## src/wpd_pkg.sv

```systemverilog
`default_nettype none
package wpd_pkg;
	typedef struct packed {
		logic signed [31:0] pos_x;
		logic signed [31:0] pos_y;
		logic signed [15:0] heading;
		logic               path_start;
		logic               path_end;
	} in_item_t;

	typedef struct packed {
		logic signed [31:0] out_x;
		logic signed [31:0] out_y;
		logic signed [15:0] out_heading;
		logic               inserted;
		logic               run_last;
		logic               path_done;
		logic               short_path;
	} out_item_t;

	// classified job handed from front to back
	typedef struct packed {
		logic signed [31:0] x;
		logic signed [31:0] y;
		logic signed [15:0] h;
		logic               first;
		logic               path_end;
	} job_t;

	localparam logic signed [17:0] PI_Q     = 18'sd25736;
	localparam logic signed [17:0] TWO_PI_Q = 18'sd51472;
	localparam logic [30:0] SPACING_RESET   = 31'd32768;
	localparam logic ADDR_SPACING = 1'b0;
endpackage
`default_nettype wire

```

## src/wpd_front.sv

```systemverilog
`default_nettype none
// accepts waypoints and queues them as jobs (two entry fifo)
module wpd_front (
	input  wire logic            clk,
	input  wire logic            arst_n,
	input  wire logic            in_valid,
	output logic                 in_ready,
	input  wire wpd_pkg::in_item_t in_data,
	output logic                 job_valid,
	input  wire logic            job_ready,
	output wpd_pkg::job_t        job
);
	wpd_pkg::job_t fifo_q [2];
	logic          wr_ptr_q, rd_ptr_q;
	logic [1:0]    cnt_q;
	logic          open_q;
	logic          push, pop;

	assign in_ready  = (cnt_q != 2'd2);
	assign job_valid = (cnt_q != 2'd0);
	assign job       = fifo_q[rd_ptr_q];
	assign push      = in_valid && in_ready;
	assign pop       = job_valid && job_ready;

	always_ff @(posedge clk) begin
		if (push) begin
			fifo_q[wr_ptr_q].x        <= in_data.pos_x;
			fifo_q[wr_ptr_q].y        <= in_data.pos_y;
			fifo_q[wr_ptr_q].h        <= in_data.heading;
			fifo_q[wr_ptr_q].first    <= in_data.path_start || !open_q;
			fifo_q[wr_ptr_q].path_end <= in_data.path_end;
		end
	end

	always_ff @(posedge clk or negedge arst_n) begin
		if (!arst_n) begin
			wr_ptr_q <= 1'b0;
			rd_ptr_q <= 1'b0;
			cnt_q    <= 2'd0;
			open_q   <= 1'b0;
		end else begin
			if (push) begin
				wr_ptr_q <= ~wr_ptr_q;
				open_q   <= !in_data.path_end;
			end
			if (pop) rd_ptr_q <= ~rd_ptr_q;
			cnt_q <= cnt_q + {1'b0, push} - {1'b0, pop};
		end
	end
endmodule
`default_nettype wire

```

## config.mk

```make
export PLATFORM = sky130hd
export DESIGN_NAME = wpd_front
export DESIGN_NICKNAME = d
export VERILOG_FILES = /design/src/wpd_pkg.sv /design/src/wpd_front.sv
export SDC_FILE = /design/constraint.sdc
export NUM_CORES = 1
export LEC_CHECK = 0
export ABC_AREA = 1
export BUFFER_PORTS_ARGS = -buffer_cell sky130_fd_sc_hd__buf_2
export CAP_MARGIN = 20
export CORE_MARGIN = 2
export CORE_UTILIZATION = 56
export DETAILED_ROUTE_END_ITERATION = 12
export PLACE_DENSITY = 0.84
export SKIP_LAST_GASP = 1
export SLEW_MARGIN = 5
export SYNTH_ARGS = -nofsm -noshare
export SYNTH_HDL_FRONTEND = slang
export SYNTH_SLANG_ARGS = --single-unit
```

## constraint.sdc

```tcl
create_clock -name clk -period 8.1 [get_ports clk]
set_input_delay 1.62 -clock clk [delete_from_list [all_inputs] [get_ports clk]]
set_output_delay 1.62 -clock clk [all_outputs]
set_load 0.05 [all_outputs]
```

==> results.md, run 1 <==
* Outcome: finished, final reports clean
* DRC at 0
* Worst-path clk slew at 0.06 ns
* Port bufs at 169
* Synth unique cells at 12
* Max Clk Rate at 267 MHz
* Io pins at 170
* Setup crit end kind: output pin
* Clk sinks at 169
* CTS tree: built
* Core Footprint at 0.0109 mm^2
* Die ar. at 0.0121 mm^2
* Clk_lat worst skew at 0.40 ns
* Max-slew headroom at 42.6%
* Fraction of layout cells with a size suffix above 1 at 31.2%
* Synth top area share at 78.1%
* WL final at 11.5 mm
* Pin count of the biggest net entering global routing at 84
* Post-DP HPWL at 7.22 mm
* Die Y at 110 um
* Final ANT Viol Nets at 0
* CTS root buf: clkbuf_16
* Syn-to-layout area delta at 23.5%
* Crit start category: flop
* Slowest CP cell: buf_4
* Fin. max-slew vios at 0
* Multi-input gate area at 0.00104 mm^2
* Least-Margin Pin Slew at 0.860 ns
* WL/cell at 14.6 um
* Max FO, Critical Path at 83
* Htree depth at 4
* Std-Cell Rows at 38
* Final Hold Fails at 0
* Syn_area_per_cell at 13.5 um^2
* CTS Buf Count at 17
* Nets@finish at 729
* Synth area leader: edfxtp_1
* Syn nets at 554
* Critical path required time at 6.48 ns
* Setup TNS after final layout at 0 ns
* Setup violators final at 0
* Post-synth top flop: edfxtp_1
* Hold Crit Class: reg2reg
* Post-synth top cells: 262 x nand2_1, 164 x edfxtp_1, 14 x buf_6, 9 x inv_1, 5 x dfrtp_1
* Synth Cell Area at 0.00630 mm^2
* Synth top area cells: edfxtp_1 78%, nand2_1 16%, buf_6 2.5%
* Ant. Diodes at 0
* FILL cells at 735
* Gr usage total at 19.4%
* Placer congestion estimate at 0.714
* Via density at 4.95
* Worst Path Class, Setup: reg2out
* FF/Latch Area at 0.00505 mm^2
* Final Critical Period at 3.74 ns
* Most frequent cell after synthesis: nand2_1
* Largest stage delay on the critical path at 0.64 ns
* Post-synth EDFFs at 164
* Drt initial violations at 211
* Post-Syn Instances at 466
* Seq cells post-synth at 169
* 1st-pass router iterations at 4
* Final period util at 46.2%
* Grt ovf at 0
* Vias at 3,922
* Clk buf depth at 2
* Hold-fix buffers at CTS at 0
* Initial antenna violation count at 0
* Post-CTS sizing at 0
* Register area share after synthesis at 80.1%
* Layout Skew at 0.00558 ns
* Initial Utilization at 57.7%
* Most used cell, CP: nand2_1
* Unrepaired setup endpoints after global routing: no
* Ys Warns at 0
* Chip width at 110 um
* Number of global-route vias before repair at 3,726
* First-pass GRT wire length at 17.3 mm
* CP cell instances: buf_4 -> nand2_1 -> nand2_1 -> buf_2
* Post-synth ARST share at 2.96%
* CP Data Arrival Time at 2.12 ns
* Max-Cap Viols at 0
* Setup repair bufs after CTS at 0
final timing paths:
| check | startpoint | end | slack, ns | cells past startpoint |
|---|---|---|---|---|
| worst max-delay path | rd_ptr_q | job[68] | 4.36 | 4 |
| worst min-delay path | wr_ptr_q | wr_ptr_q | 0.52 | 2 |
| worst max register to register | cnt_q[0] | fifo_q[0][78] | 5.97 | 5 |
| worst min register to register | wr_ptr_q | wr_ptr_q | 0.52 | 2 |
| max in group asynchronous | arst_n | rd_ptr_q | 6.92 | 1 |
| min in group asynchronous | arst_n | rd_ptr_q | 1.03 | 1 |
worst max-delay path, delay by kind of cell, from the launching register on:
kind	cells	cell delay [ns]
flops	1	0.36
simple gates	2	0.37
buf+inv	2	0.92
metal layers:
metal / track usage, % / share of wire [%] / vias to the layer above
li1: - / - / 1911
met3: 6.82 / 8.8 / 14
met1: 22.3 / 39 / 1838
met4: 7.77 / 1.2 / 0
met5: 0 / 0 / -
met2: 33.5 / 51 / 159
cell type report:
type                            count  area share (%)
Clock inverter                     13            1.98
Clock buffer                       18            5.51
Inverter                           10           0.498
Timing Repair Buffer              174            11.5
Sequential cell                   169            64.9
Multi-Input combinational cell    269            13.4
Tap cell                          140            2.25
placed cells by master (no fill, tap or decap), types with 2 or more instances in the layout:
cell type	instances
buf_2	169
buf_4	4
bufinv_16	3
clkbuf_16	17
clkinv_1	4
clkinv_4	2
clkinvlp_4	3
dfrtp_1	4
edfxtp_1	164
ha_1	2
inv_1	8
nand2_1	262
nand3_1	3
cells by family (layout without fill, tap and decap cells):
| family | Yosys count | after routing | synth area share, % |
|---|---|---|---|
| flip-flops | 169 | 169 | 80.1 |
| AND/OR/NAND/NOR | 267 | 267 | 16.0 |
| adder cells (fa/ha/maj) | 2 | 2 | 0.397 |
| buffers and inverters | 28 | 215 | 3.49 |
flip-flops by register name, summed over array words and instances, names as in the netlist:
| signal | count |
|---|---|
| wr_ptr_q | 1 |
| rd_ptr_q | 1 |
| fifo_q | 164 |
| open_q | 1 |
| cnt_q | 2 |
per-stage QoR:
stage	area [um^2]	hold WS [ns]	instances	setup WS, ns	utilization [%]
floorplan	6300	0.442	466	2.40	-
global placement	7180	0.458	761	4.29	65.7
detailed placement	7200	0.498	762	4.78	65.9
CTS	7790	0.519	793	4.38	71.2
global route	7790	0.535	793	4.25	71.2
finish	7790	0.517	793	4.36	71.2
Power of run 1 is left out: the tool's default activity adds up to more than one toggle a clock period on the data nets, which glitch-free logic cannot reach.
==> run 2: changes to the inputs <==
--- a/config.mk
+++ b/config.mk
@@ -9,9 +9,9 @@
 export BUFFER_PORTS_ARGS = -buffer_cell sky130_fd_sc_hd__buf_2
 export CAP_MARGIN = 20
 export CORE_MARGIN = 2
-export CORE_UTILIZATION = 56
+export CORE_UTILIZATION = 47
 export DETAILED_ROUTE_END_ITERATION = 12
-export PLACE_DENSITY = 0.84
+export PLACE_DENSITY = 0.75
 export SKIP_LAST_GASP = 1
 export SLEW_MARGIN = 5
 export SYNTH_ARGS = -nofsm -noshare
==> constraint.sdc (replaced) <==
create_clock -name clk -period 3 [get_ports clk]
set_input_delay 0.6 -clock clk [delete_from_list [all_inputs] [get_ports clk]]
set_output_delay 0.6 -clock clk [all_outputs]
set_load 0.05 [all_outputs]
==> results.md, run 2 (same netlist as run 1, synthesis figures left out) <==
* Crit start category: flop
* Max-slew headroom at 57.4% (+15 points)
* Post-DP HPWL at 7.51 mm (+4.0%)
* Final ANT Viol Nets at 0 (unchanged)
* Final period util at 82.8%
* 1st-pass router iterations at 5 (+1)
* Die ar. at 0.0144 mm^2 (+18%)
* Std-Cell Rows at 42 (+11%)
* Die Y at 120 um (+8.8%)
* Max Clk Rate at 402 MHz
* Syn-to-layout area delta at 24.2%
* Gr usage total at 16.8% (-2.6 points)
* Pin count of the biggest net entering global routing at 84 (unchanged)
* Fin. max-slew vios at 0 (unchanged)
* Htree depth at 4 (unchanged)
* Initial antenna violation count at 0 (unchanged)
* DRC at 0 (unchanged)
* Drt initial violations at 272 (+29%)
* CTS tree: built
* Commonest cells after routing, fill and taps aside: 262 x nand2_1, 169 x buf_2, 164 x edfxtp_1, 17 x clkbuf_16
* Critical path required time at 2.40 ns (-4.08 ns)
* Setup violators final at 0 (unchanged)
* Core Footprint at 0.0132 mm^2 (+21%)
* Outcome: finished, final reports clean
* Io pins at 170 (unchanged)
* Placer congestion estimate at 0.792 (+11%)
* CTS root buf: clkbuf_16
* Least-Margin Pin Slew at 0.639 ns (-0.221 ns)
* Port bufs at 169 (unchanged)
* First-pass GRT wire length at 18.2 mm (+5.3%)
* FILL cells at 1,057 (+44%)
* Max-Cap Viols at 0 (unchanged)
* Clk sinks at 169 (unchanged)
* Clk buf depth at 2 (unchanged)
* Final Critical Period at 2.48 ns
* CTS Buf Count at 17 (unchanged)
* WL final at 11.8 mm (+1.8%)
* Worst-path clk slew at 0.06 ns (about the same)
* Commonest non-fill, non-tap cell in the layout: nand2_1
* Chip width at 120 um (+8.8%)
* Grt ovf at 0 (unchanged)
* Layout Skew at 0.00615 ns (+0.000572 ns)
* CP Data Arrival Time at 1.88 ns (-0.24 ns)
* Initial Utilization at 47.8% (-9.9 points)
* Vias at 3,923 (+0.025%)
* Most flops, register: fifo_q
* Via density at 4.70 (-5.0%)
* Number of flip-flops in the largest register at 164 (unchanged)
* Fraction of layout cells with a size suffix above 1 at 31.7% (+0.47 points)
* Worst Path Class, Setup: reg2out
* Final Hold Fails at 0 (unchanged)
* FF/Latch Area at 0.00505 mm^2 (unchanged)
* Max FO, Critical Path at 51 (-39%)
* Number of global-route vias before repair at 3,825 (+2.7%)
* Setup TNS after final layout at 0 ns (unchanged)
* WL/cell at 14.1 um (-3.3%)
* Setup crit end kind: output pin
* Clk_lat worst skew at 0.42 ns (+0.02 ns)
* R2R depth at 4 (-1)
* Multi-input gate area at 0.00104 mm^2 (unchanged)
* Ant. Diodes at 0 (unchanged)
* Unrepaired setup endpoints after global routing: no
* Largest regs: fifo_q (164), cnt_q (2)
* Post-CTS sizing at 0 (unchanged)
* Hold-fix buffers at CTS at 1 (+1)
* Hold Crit Class: in2reg
* Hold Path Depth at 1 (-1)
* Nets@finish at 735 (+0.82%)
* Setup repair bufs after CTS at 0 (unchanged)
-- run 2: cell types whose count changed in the layout (fill, tap and decap cells not counted), sizes merged, moves of 2 or more --
cell / previous run / this run
buf: 174 / 179
bufinv: 3 / 1
clkbuf: 18 / 20
clkinv: 7 / 9
-- run 2: worst paths after layout --
kind	from	to	slack, ns
setup reg to reg	cnt_q[1]	fifo_q[1][38]	1.25
setup / recovery	rd_ptr_q	job[56]	0.52
hold / removal	in_data[52]	fifo_q[1][52]	0.36
min in group asynchronous	arst_n	open_q	0.53
max in group asynchronous	arst_n	rd_ptr_q	2.32
hold reg to reg	wr_ptr_q	wr_ptr_q	0.47
-- run 2: per-stage QoR --
stage          hold WS (ns)  instance area [um^2]  setup slack [ns]  std cells  utilization (%)
2_1_floorplan         0.304                  6310           0.00779        466                -
6_report              0.362                  7830             0.515        835             59.3
5_1_grt               0.347                  7830             0.410        835             59.3
3_3_place_gp          0.422                  7300             0.972        803             55.3
3_5_place_dp          0.424                  7300             0.955        803             55.3
4_1_cts               0.342                  7830             0.485        835             59.3
-- run 2: layout make-up --
| cell class | count | share of cell area (%) |
|---|---|---|
| clock buffer | 20 | 5.58 |
| clock inverter | 11 | 1.05 |
| inverter | 10 | 0.496 |
| multi-input combinational | 269 | 13.3 |
| sequential | 169 | 64.5 |
| tap | 176 | 2.81 |
| timing repair buffer | 180 | 12.2 |
-- run 2: worst max-delay path, stage by stage (launching register included) --
cell,delay (ns)
dfrtp_2,0.43
inv_2,0.06
buf_4,0.44
nand2_1,0.12
nand2_1,0.11
buf_2,0.27
-- run 2: metal layers --
| layer | vias to the layer above | GRT usage (%) | share of wire [%] |
|---|---|---|---|
| li1 | 1923 | - | - |
| met1 | 1823 | 19.7 | 40 |
| met2 | 158 | 27.4 | 49 |
| met3 | 19 | 6.13 | 8.6 |
| met4 | 0 | 8.38 | 2.0 |
| met5 | - | 0 | 0 |
Power of run 2 is left out for the same reason.
